==> src/hdl/fbf_pkg.sv <==
package fbf_pkg;

  localparam int unsigned CfgIndexWidth = 2;
  localparam int unsigned CfgDataWidth  = 8;

  localparam logic [CfgIndexWidth-1:0] CFG_SYNC_FIRST  = 2'd0;
  localparam logic [CfgIndexWidth-1:0] CFG_SYNC_SECOND = 2'd1;

  localparam logic [1:0] ST_OK    = 2'd0;
  localparam logic [1:0] ST_DROP  = 2'd1;
  localparam logic [1:0] ST_ABORT = 2'd2;

  localparam logic [2:0] STEP_SYNC0 = 3'd0;
  localparam logic [2:0] STEP_SYNC1 = 3'd1;
  localparam logic [2:0] STEP_CLASS = 3'd2;
  localparam logic [2:0] STEP_ID    = 3'd3;
  localparam logic [2:0] STEP_LEN0  = 3'd4;
  localparam logic [2:0] STEP_LEN1  = 3'd5;
  localparam logic [2:0] STEP_CKA   = 3'd6;
  localparam logic [2:0] STEP_CKB   = 3'd7;

  typedef struct packed {
    logic        frame_start;
    logic [7:0]  msg_kind;
    logic [7:0]  msg_id;
    logic [15:0] body_len;
    logic [7:0]  payload_byte;
  } in_item_t;

  typedef struct packed {
    logic [7:0] out_byte;
    logic       end_of_run;
    logic       end_of_frame;
    logic [1:0] status;
  } out_item_t;

  typedef struct packed {
    logic [7:0] sync_first;
    logic [7:0] sync_second;
  } cfg_t;

  typedef struct packed {
    logic        hdr;
    logic        close;
    logic [1:0]  status;
    logic [7:0]  msg_kind;
    logic [7:0]  msg_id;
    logic [15:0] len;
    logic [7:0]  pbyte;
    logic [7:0]  ck_a;
    logic [7:0]  ck_b;
  } cmd_t;

endpackage

==> src/hdl/fbf_front.sv <==
module fbf_front
  import fbf_pkg::*;
(
  input  logic     clk,
  input  logic     rst,
  input  logic     accept,
  input  in_item_t item,
  output cmd_t     cmd
);

  logic [7:0]  sum_a;
  logic [7:0]  sum_b;
  logic [15:0] bytes_left;
  logic        frame_open;

  logic [7:0]  sum_a_next;
  logic [7:0]  sum_b_next;
  logic [15:0] bytes_left_next;
  logic        frame_open_next;

  logic [7:0] ha1, ha2, ha3, ha4, hb2, hb3, hb4;
  logic [7:0] pa, pb;

  always_comb begin
    ha1 = item.msg_kind;
    ha2 = ha1 + item.msg_id;
    hb2 = ha1 + ha2;
    ha3 = ha2 + item.body_len[7:0];
    hb3 = hb2 + ha3;
    ha4 = ha3 + item.body_len[15:8];
    hb4 = hb3 + ha4;
    pa  = sum_a + item.payload_byte;
    pb  = sum_b + pa;
  end

  always_comb begin
    sum_a_next      = sum_a;
    sum_b_next      = sum_b;
    bytes_left_next = bytes_left;
    frame_open_next = frame_open;
    cmd.hdr         = item.frame_start;
    cmd.close       = 1'b0;
    cmd.status      = ST_OK;
    cmd.msg_kind    = item.msg_kind;
    cmd.msg_id      = item.msg_id;
    cmd.len         = item.body_len;
    cmd.pbyte       = item.payload_byte;
    cmd.ck_a        = pa;
    cmd.ck_b        = pb;
    priority if (item.frame_start) begin
      cmd.status      = frame_open ? ST_ABORT : ST_OK;
      cmd.close       = (item.body_len == 16'd0);
      cmd.ck_a        = ha4;
      cmd.ck_b        = hb4;
      sum_a_next      = ha4;
      sum_b_next      = hb4;
      bytes_left_next = item.body_len;
      frame_open_next = (item.body_len != 16'd0);
    end else if (!frame_open) begin
      cmd.status = ST_DROP;
      cmd.pbyte  = 8'd0;
    end else begin
      cmd.close       = (bytes_left == 16'd1);
      sum_a_next      = pa;
      sum_b_next      = pb;
      bytes_left_next = bytes_left - 16'd1;
      frame_open_next = (bytes_left != 16'd1);
    end
  end

  always_ff @(posedge clk) begin
    if (rst) begin
      sum_a      <= 8'd0;
      sum_b      <= 8'd0;
      bytes_left <= 16'd0;
      frame_open <= 1'b0;
    end else if (accept) begin
      sum_a      <= sum_a_next;
      sum_b      <= sum_b_next;
      bytes_left <= bytes_left_next;
      frame_open <= frame_open_next;
    end
  end

endmodule

==> src/hdl/fbf_queue.sv <==
module fbf_queue
  import fbf_pkg::*;
#(
  parameter int unsigned Depth = 4
) (
  input  logic clk,
  input  logic rst,
  input  logic push,
  input  cmd_t push_data,
  output logic full,
  input  logic pop,
  output logic head_valid,
  output cmd_t head
);

  localparam int unsigned PtrWidth = (Depth > 1) ? $clog2(Depth) : 1;
  localparam int unsigned CntWidth = $clog2(Depth + 1);
  localparam logic [PtrWidth-1:0] LastPtr = PtrWidth'(Depth - 1);

  cmd_t                mem [Depth];
  logic [PtrWidth-1:0] wr_ptr;
  logic [PtrWidth-1:0] rd_ptr;
  logic [CntWidth-1:0] count;

  assign full       = (count == CntWidth'(Depth));
  assign head_valid = (count != '0);
  assign head       = mem[rd_ptr];

  always_ff @(posedge clk) begin
    if (push) begin
      mem[wr_ptr] <= push_data;
    end
  end

  always_ff @(posedge clk) begin
    if (rst) begin
      wr_ptr <= '0;
      rd_ptr <= '0;
      count  <= '0;
    end else begin
      if (push) begin
        wr_ptr <= (wr_ptr == LastPtr) ? '0 : wr_ptr + 1'b1;
      end
      if (pop) begin
        rd_ptr <= (rd_ptr == LastPtr) ? '0 : rd_ptr + 1'b1;
      end
      unique case ({push, pop})
        2'b10:   count <= count + 1'b1;
        2'b01:   count <= count - 1'b1;
        default: count <= count;
      endcase
    end
  end

endmodule

==> src/hdl/fbf_back.sv <==
module fbf_back
  import fbf_pkg::*;
(
  input  logic      clk,
  input  logic      rst,
  input  cfg_t      cfg,
  input  logic      head_valid,
  input  cmd_t      head,
  output logic      pop,
  output logic      out_valid,
  input  logic      out_ready,
  output out_item_t out_item
);

  logic       started;
  logic [2:0] step;
  logic [2:0] cur_step;
  logic       emit;
  logic       last;
  out_item_t  res;

  assign cur_step = started ? step : (head.hdr ? STEP_SYNC0 : STEP_LEN1);
  assign emit     = head_valid && (!out_valid || out_ready);
  assign last     = head.close ? (cur_step == STEP_CKB) : (cur_step == STEP_LEN1);
  assign pop      = emit && last;

  always_comb begin
    unique case (cur_step)
      STEP_SYNC0: res.out_byte = cfg.sync_first;
      STEP_SYNC1: res.out_byte = cfg.sync_second;
      STEP_CLASS: res.out_byte = head.msg_kind;
      STEP_ID:    res.out_byte = head.msg_id;
      STEP_LEN0:  res.out_byte = head.len[7:0];
      STEP_LEN1:  res.out_byte = head.hdr ? head.len[15:8] : head.pbyte;
      STEP_CKA:   res.out_byte = head.ck_a;
      STEP_CKB:   res.out_byte = head.ck_b;
    endcase
    res.end_of_run   = last;
    res.end_of_frame = (cur_step == STEP_CKB);
    res.status       = head.status;
  end

  always_ff @(posedge clk) begin
    if (rst) begin
      started   <= 1'b0;
      step      <= STEP_SYNC0;
      out_valid <= 1'b0;
    end else begin
      if (emit) begin
        started <= !last;
        step    <= cur_step + 3'd1;
      end
      if (emit) begin
        out_valid <= 1'b1;
      end else if (out_ready) begin
        out_valid <= 1'b0;
      end
    end
  end

  always_ff @(posedge clk) begin
    if (emit) begin
      out_item <= res;
    end
  end

endmodule

==> src/hdl/binary_frame_builder_fletcher8_core.sv <==
// Binary frame builder with an 8-bit Fletcher checksum.
// Input channel (in_valid/in_ready/in_data): a header request (frame_start = 1)
// opens a frame and yields sync bytes, class, id and length low/high; each
// payload request yields its byte. After the last payload byte, or straight
// after a header with zero length, CK_A and CK_B follow and close the frame.
// Output channel (out_valid/out_ready/out_data) carries one byte per transfer.
// The first byte of a request passes through the command queue and then the
// output register. Payload requests pass at one per cycle while the receiver
// is ready; a header yields 6 output bytes (8 with an empty payload) and a
// closing payload byte yields 3. The front end classifies and updates the
// checksum at accept time; a command queue of QueueDepth entries lets it run
// ahead while the back end serializes. in_ready drops only when it is full.
// When the receiver stalls, the output register holds and the queue fills.
// Reset clears the checksum, open-frame state, queue and output valid, and
// restores the sync bytes to 0xB5 and 0x62. cfg_we writes sync_first (index
// 0) or sync_second (index 1); other indexes are ignored.
module binary_frame_builder_fletcher8_core
  import fbf_pkg::*;
#(
  parameter int unsigned QueueDepth = 4
) (
  input  logic                     clk,
  input  logic                     rst,
  input  logic                     in_valid,
  output logic                     in_ready,
  input  in_item_t                 in_data,
  output logic                     out_valid,
  input  logic                     out_ready,
  output out_item_t                out_data,
  input  logic                     cfg_we,
  input  logic [CfgIndexWidth-1:0] cfg_index,
  input  logic [CfgDataWidth-1:0]  cfg_data
);

  cfg_t cfg;
  cmd_t cmd;
  cmd_t head;
  logic full;
  logic head_valid;
  logic pop;
  logic accept;

  assign in_ready = !full;
  assign accept   = in_valid && in_ready;

  always_ff @(posedge clk) begin
    if (rst) begin
      cfg.sync_first  <= 8'd181;
      cfg.sync_second <= 8'd98;
    end else if (cfg_we) begin
      if (cfg_index == CFG_SYNC_FIRST) begin
        cfg.sync_first <= cfg_data;
      end else if (cfg_index == CFG_SYNC_SECOND) begin
        cfg.sync_second <= cfg_data;
      end
    end
  end

  fbf_front u_front (
    .clk    (clk),
    .rst    (rst),
    .accept (accept),
    .item   (in_data),
    .cmd    (cmd)
  );

  fbf_queue #(
    .Depth (QueueDepth)
  ) u_queue (
    .clk        (clk),
    .rst        (rst),
    .push       (accept),
    .push_data  (cmd),
    .full       (full),
    .pop        (pop),
    .head_valid (head_valid),
    .head       (head)
  );

  fbf_back u_back (
    .clk        (clk),
    .rst        (rst),
    .cfg        (cfg),
    .head_valid (head_valid),
    .head       (head),
    .pop        (pop),
    .out_valid  (out_valid),
    .out_ready  (out_ready),
    .out_item   (out_data)
  );

endmodule
==> config.mk <==
export PLATFORM = sky130hd
export DESIGN_NAME = binary_frame_builder_fletcher8_core
export DESIGN_NICKNAME = d
export VERILOG_FILES = /design/src/hdl/fbf_pkg.sv /design/src/hdl/fbf_front.sv /design/src/hdl/fbf_queue.sv /design/src/hdl/fbf_back.sv /design/src/hdl/binary_frame_builder_fletcher8_core.sv
export SDC_FILE = /design/constraint.sdc
export NUM_CORES = 1
export LEC_CHECK = 0
export CORE_ASPECT_RATIO = 1.1
export CORE_MARGIN = 2
export CORE_UTILIZATION = 55
export DETAILED_ROUTE_END_ITERATION = 8
export DONT_BUFFER_PORTS = 1
export HOLD_SLACK_MARGIN = 0.03
export PLACE_DENSITY_LB_ADDON = 0.15
export SYNTH_ARGS = -nofsm -noshare
export SYNTH_HDL_FRONTEND = slang
export SYNTH_SLANG_ARGS = --single-unit
==> constraint.sdc <==
create_clock -name clk -period 7.4 [get_ports clk]
set_input_delay 0.74 -clock clk [delete_from_list [all_inputs] [get_ports clk]]
set_output_delay 0.74 -clock clk [all_outputs]
set_load 0.01 [all_outputs]
# After elaboration in Yosys (flattened, before gate mapping)
# Memory sizes are Yosys's and may differ from the RTL's. A register that Yosys moved wholly into a read port is not among the register bits.
# Index checks and enable logic that the tools add are counted.
[totals]
elab_cells = 94
in_bits = 56
romBits = 0
n_memories = 1
latchBits = 0
reg_bits = 73
out_inout_bits = 14
ram_bits = 240
[memory_table]
columns = ["name", "words", "word_bits", "rd", "rd_ports_with_merged_regs", "wr", "line_no", "source"]
rows = [
  ["u_queue.mem", 4, 60, 1, 1, 1, "fbf_queue.sv:20", "cmd_t mem [Depth];"],
]
[classes]
div_mod_pow = 0
addsub = 14
n_reduce_logical = 18
shifts = 0
eq_ne = 15
bitwise_logic = 1
mul = 0
n_lt_le_gt_ge = 0
n_mux = 29
[op_table]
columns = ["op", "count"]
rows = [
  ["8-bit adder", 8],
  ["8-bit case mux with 8 select lines", 1],
  ["8-bit 2-to-1 mux", 7],
  ["16-bit 2-to-1 mux", 3],
  ["16-bit by 1-bit equality test with 1-bit output, second input constant", 1],
  ["16-bit zero test", 1],
  ["16-bit by 1-bit inequality test with 1-bit output, second input constant", 1],
  ["16-bit nonzero test", 1],
  ["16-bit by 1-bit subtractor with 16-bit output, second input constant", 1],
  ["3-bit equality test, second input constant", 5],
  ["2-bit 2-to-1 mux", 5],
  ["1-bit 2-to-1 mux", 9],
  ["3-bit 2-to-1 mux", 3],
  ["3-bit by 1-bit adder with 3-bit output, second input constant", 2],
  ["2-bit equality test, second input constant", 3],
  ["3-bit by 2-bit equality test with 1-bit output, second input constant", 2],
  ["3-bit case mux with 2 select lines", 1],
  ["2-bit nonzero test", 3],
  ["2-bit by 1-bit adder with 2-bit output, second input constant", 2],
  ["2-bit by 1-bit equality test with 1-bit output, second input constant", 2],
  ["2-bit AND reduction", 2],
  ["3-bit by 1-bit equality test with 1-bit output, second input constant", 1],
  ["1-bit logical AND", 3],
  ["1-bit zero test", 3],
  ["other kinds (7)", 7],
]

# Longest topological paths before layout
[logic_depth]
ltp_word = 7
ltp_mapped = 24
mapped_depth_nobuf = 24

# By module
# From an unflattened synthesis, not the netlist that was laid out.
[hier_totals]
cells_unflattened = 1097
hier_area_um2 = 15285.9
[by_module_without_submodules]
columns = ["mod", "area_per_inst_um2", "cells_each", "instances"]
rows = [
  ["fbf_queue", 9163.8, 358, 1],
  ["fbf_front", 4085.2, 525, 1],
  ["fbf_back", 1347.5, 143, 1],
  ["binary_frame_builder_fletcher8_core", 689.4, 71, 1],
]

# Worst setup path after synthesis
# No wires, ideal clock.
[synth_path]
kind = "input to register"
startpoint = "input in_data[24] (netlist name)"
endpoint = "memory u_queue.mem[0][7] (netlist name) (data pin)"
t_arrival_ns = 5.534
path_stages = 23
setup_time_ns = 0.284
t_required_ns = 7.116
slack_ns = 1.582
n_path_buf = 0
path_cell_list = "ha_1 -> fa_1 -> a21o_1 -> a21oi_1 -> xnor2_1 -> ha_1 -> and3_1 -> a221oi_1 -> nand2b_1 -> xor2_1 -> ha_1 -> xor2_1 -> inv_1 -> fa_1 -> fa_1 -> inv_1 -> ha_1 -> o21ai_0 -> o21bai_1 -> a21oi_1 -> xnor2_1 -> xnor2_1 -> mux2i_1"
[synth_rtl]
columns = ["item", "line_no", "source"]
rows = [
  ["from (decl)", "binary_frame_builder_fletcher8_core.sv:26", "input in_item_t in_data,"],
  ["to (decl)", "fbf_queue.sv:20", ""],
]

==> metrics.md <==
| Metric | Value |
|---|---|
| Maximum clock frequency | `approximately 180 MHz` |
| Fin crit share | `0.771` |
| Slew HR | `0.353` |
| Critical path's largest stage delay | `0.54 ns` |
| Unrepaired setup endpoints after global routing | `no` |
| ANT cells | `0` |
| Critical path capture point type | `flop` |
| Initial DRC Count | `~740` |
| MaxCap Viol Count | `0` |
| TritonCTS buffer count | `31` |
| Syn_nets | `1202` |
| Synth Register Bits | `approximately 320` |
| Power Dens Cells | `between 300 and 400 nW/um2` |
| Worst hold-check path type | `input port to flop` |
| P&R area growth vs syn | `9.41%` |
| Minimum clock period | `~5.7 ns` |
| Largest net degree at the start of global routing | `64` |
| Num rows | `63` |
| Required @ worst endpoint | `~7.7 ns` |
| Post-CTS Hold Buffers | `0` |
| Port Buffers | `0` |
| RePlAce Congestion | `0.851` |
| Tightest Pin Transition | `between 0.9 and 1 ns` |
| Worst vdd ir | `around 0.36 mV` |
| Async SR Flop Fraction | `0` |
| Initial antenna violation count | `0` |
| Dpl ws | `1.13 ns` |
| Grt ovf | `0` |
| Post-DRT Antenna Nets | `0` |
| Status | `completed` |
| Number of flops mapped to enable cells by yosys | `252` |
| Post-DP Area | `15100 um2` |
| Sink Count | `315` |
| Share of layout cells above drive strength 1 | `0.136` |
| Design area | `16200 um2` |
| CTS tree | `done` |
| First-pass GRT wire length | `~50000 um` |
| Hold Vio Cnt, Final | `0` |
| Crit path buf inv count | `2` |
| CP max FO | `5` |
| Synth Instances | `around 1100` |
| Synthesized area per cell | `approximately 14 um2` |
| Unique masters post-synth | `62` |
| Yosys warns | `0` |
| Cts repair resizes | `0` |
| CTS Buffer Depth | `3` |
| Die Width | `about 160 um` |
| # IOs | `70` |
| Clk pin slew, worst setup/hold paths | `about 0.060 ns` |
| Seq/Total Area, Yosys | `0.596` |
| Clock Latency Late Sink | `0.57 ns` |
| Die H | `about 180 um` |
| Vias in the first global route | `between 8000 and 9000` |
| Leak Pwr | `5.74 nW` |
| Final Setup Violations | `0` |
| Max Slew Vio Count | `0` |
| Worst path cell trace | `ha_1 > fa_1 > a21o_1 > a21oi_1 > xnor2_1 > ha_1 > and3_1 > a221oi_1 > nand2b_1 > xor2_1 > ha_1 > xor2_1 > inv_1 > fa_1 > fa_1 > inv_1 > ha_1 > o21ai_0 > o21bai_1 > a21oi_1 > xnor2_1 > xnor2_1 > mux2i_1` |
| Final WL | `between 30000 and 40000 um` |
| Crit path top cell by count | `ha_1` |
| Top FF cell, synth | `edfxtp_1` |
| H-tree levels | `1` |
| Root Buffer | `clkbuf_16` |
| All-layer global routing usage | `0.240` |
| Vias per cell | `~6.0` |
| Worst setup margin | `around 1.7 ns` |
| DRT Pass-1 Iters | `5` |
| Crit-path leading delay family | `adder cells` |
| Register area | `roughly 9000 um2` |
| Die Area | `~28000 um2` |
| WL/cell | `between 20 and 25 um` |
| Fin Clk Skew | `roughly 0.011 ns` |
| Crit. Startpoint | `in_data[24]` |
| Dpl hpwl | `about 22000 um` |
| Critical Path AT | `5.97 ns` |
| Mapped cell area | `between 10000 and 15000 um2` |
| CP max stage cell | `fa_1` |
| Routed vias | `8681` |
| # fillers | `between 2000 and 2500` |
| Crit Path Category | `input port to flop` |
| # nets final | `approximately 1200` |
| Setup TNS | `0 ns` |
| Min-delay src | `rst` |
| Crit start category | `input port` |
| DRC | `0` |
| Area of the multi-input gates | `roughly 5500 um2` |
| Core area | `about 27000 um2` |
| Starting density of the core | `0.554` |
| Post-CTS Setup Inserts | `0` |
==> cells by family (layout without fill, tap and decap cells) <==
kind of cell | after synthesis | after routing | share of synthesized area
flops | 315 | 315 | 0.596
simple gates | 240 | 240 | 0.0756
compound gates | 194 | 194 | 0.0858
buf+inv | 114 | 133 | 0.0309
mux | 90 | 90 | 0.114
fa+ha+maj | 76 | 76 | 0.0738
xor+xnor | 41 | 41 | 0.0242
==> power by group <==
part           total (W)  internal, W  leakage [nW]  switching [W]
Combinational    0.00194     0.000818          2.36        0.00112
Sequential       0.00236      0.00227          2.85      0.0000918
Clock            0.00164     0.000978         0.527       0.000663
Total            0.00594      0.00407          5.74        0.00188
==> worst paths after layout <==
path,endpoint,slack (ns),cells after the start
setup / recovery,u_queue.mem[0][7],1.69,23
hold / removal,u_front.bytes_left[9],0.23,1
setup reg to reg,u_queue.count[2],2.88,14
hold reg to reg,u_front.sum_a[2],0.46,2
==> metal layers <==
layer	vias up	GRT usage	part of all wire
met5	-	0	0
met2	238	0.401	0.49
met1	4347	0.326	0.42
met4	0	0.0642	0.025
met3	64	0.0482	0.066
li1	4032	-	-
==> per-stage QoR <==
| step | total power (W) | hold slack (ns) | utilization | instances |
|---|---|---|---|---|
| 3_5_place_dp | 0.00433 | 0.447 | 0.566 | 1388 |
| 5_1_grt | 0.00630 | 0.213 | 0.606 | 1446 |
| 3_3_place_gp | 0.00429 | 0.440 | 0.566 | 1388 |
| 6_report | 0.00594 | 0.235 | 0.606 | 1446 |
| 4_1_cts | 0.00597 | 0.214 | 0.606 | 1446 |
| 2_1_floorplan | 0.00389 | 0.436 | - | 1070 |
==> cells in the mapped netlist (all sizes together) (2+ instances only) <==
cell type / instances / area share
mux4: 60 / 0.091
a31oi: 10 / 0.0042
a2bb2oi: 2 / 0.0012
nand2: 53 / 0.014
o2111ai: 7 / 0.0041
and2: 3 / 0.0013
o211a: 2 / 0.0014
or3: 10 / 0.0042
nor2: 94 / 0.024
inv: 63 / 0.016
a211oi: 5 / 0.0025
nor3: 17 / 0.0057
xnor2: 24 / 0.014
nand2b: 7 / 0.0030
a41oi: 8 / 0.0047
xor2: 17 / 0.010
nand4: 2 / 0.00084
o21ai: 48 / 0.016
o22ai: 3 / 0.0013
and3: 9 / 0.0038
nor2b: 17 / 0.0072
clkbuf: 33 / 0.0084
a221oi: 8 / 0.0047
ha: 57 / 0.048
fa: 19 / 0.026
o211ai: 3 / 0.0015
nand3b: 2 / 0.0010
dfxtp: 63 / 0.085
or4: 5 / 0.0025
buf: 17 / 0.0063
o21a: 4 / 0.0020
nor3b: 2 / 0.0010
nand3: 11 / 0.0037
a211o: 9 / 0.0053
o21bai: 5 / 0.0025
edfxtp: 252 / 0.51
mux2: 15 / 0.011
a21o: 13 / 0.0066
nor4: 5 / 0.0021
mux2i: 15 / 0.011
a22oi: 6 / 0.0030
a21oi: 48 / 0.016
a22o: 7 / 0.0041
==> state kept, by name, summed over array words and instances, names as in the netlist, named ones only <==
register and cells:
u_queue.rd_ptr 2, u_queue.count 3, u_queue.wr_ptr 2, u_back.out_valid 1
u_front.sum_b 8, u_front.frame_open 1, u_back.out_item 12, u_front.bytes_left 16
u_back.started 1, u_front.sum_a 8, cfg 16, u_queue.mem 240
u_back.step 3
==> placed cells by master, fill, tap and decap left out, drive strengths merged, types with 7 or more instances in the layout <==
cell type,count
edfxtp,252
nor2,94
inv,65
dfxtp,63
mux4,60
ha,57
nand2,53
a21oi,48
o21ai,48
clkbuf,34
xnor2,24
fa,19
nor3,17
xor2,17
nor2b,17
clkinv,16
mux2,15
mux2i,15
a21o,13
nand3,11
buf,11
a31oi,10
or3,10
a211o,9
and3,9
a41oi,8
a221oi,8
nand2b,7
o2111ai,7
a22o,7
==> final cells by class <==
cell class	instances	area share
Clock buffer	34	0.0486
Tap cell	357	0.0276
Timing Repair Buffer	11	0.00510
Sequential cell	315	0.545
Inverter	64	0.0148
Multi-Input combinational cell	641	0.341
Clock inverter	24	0.0174
No activity file was read; power rests on OpenSTA's default activity.
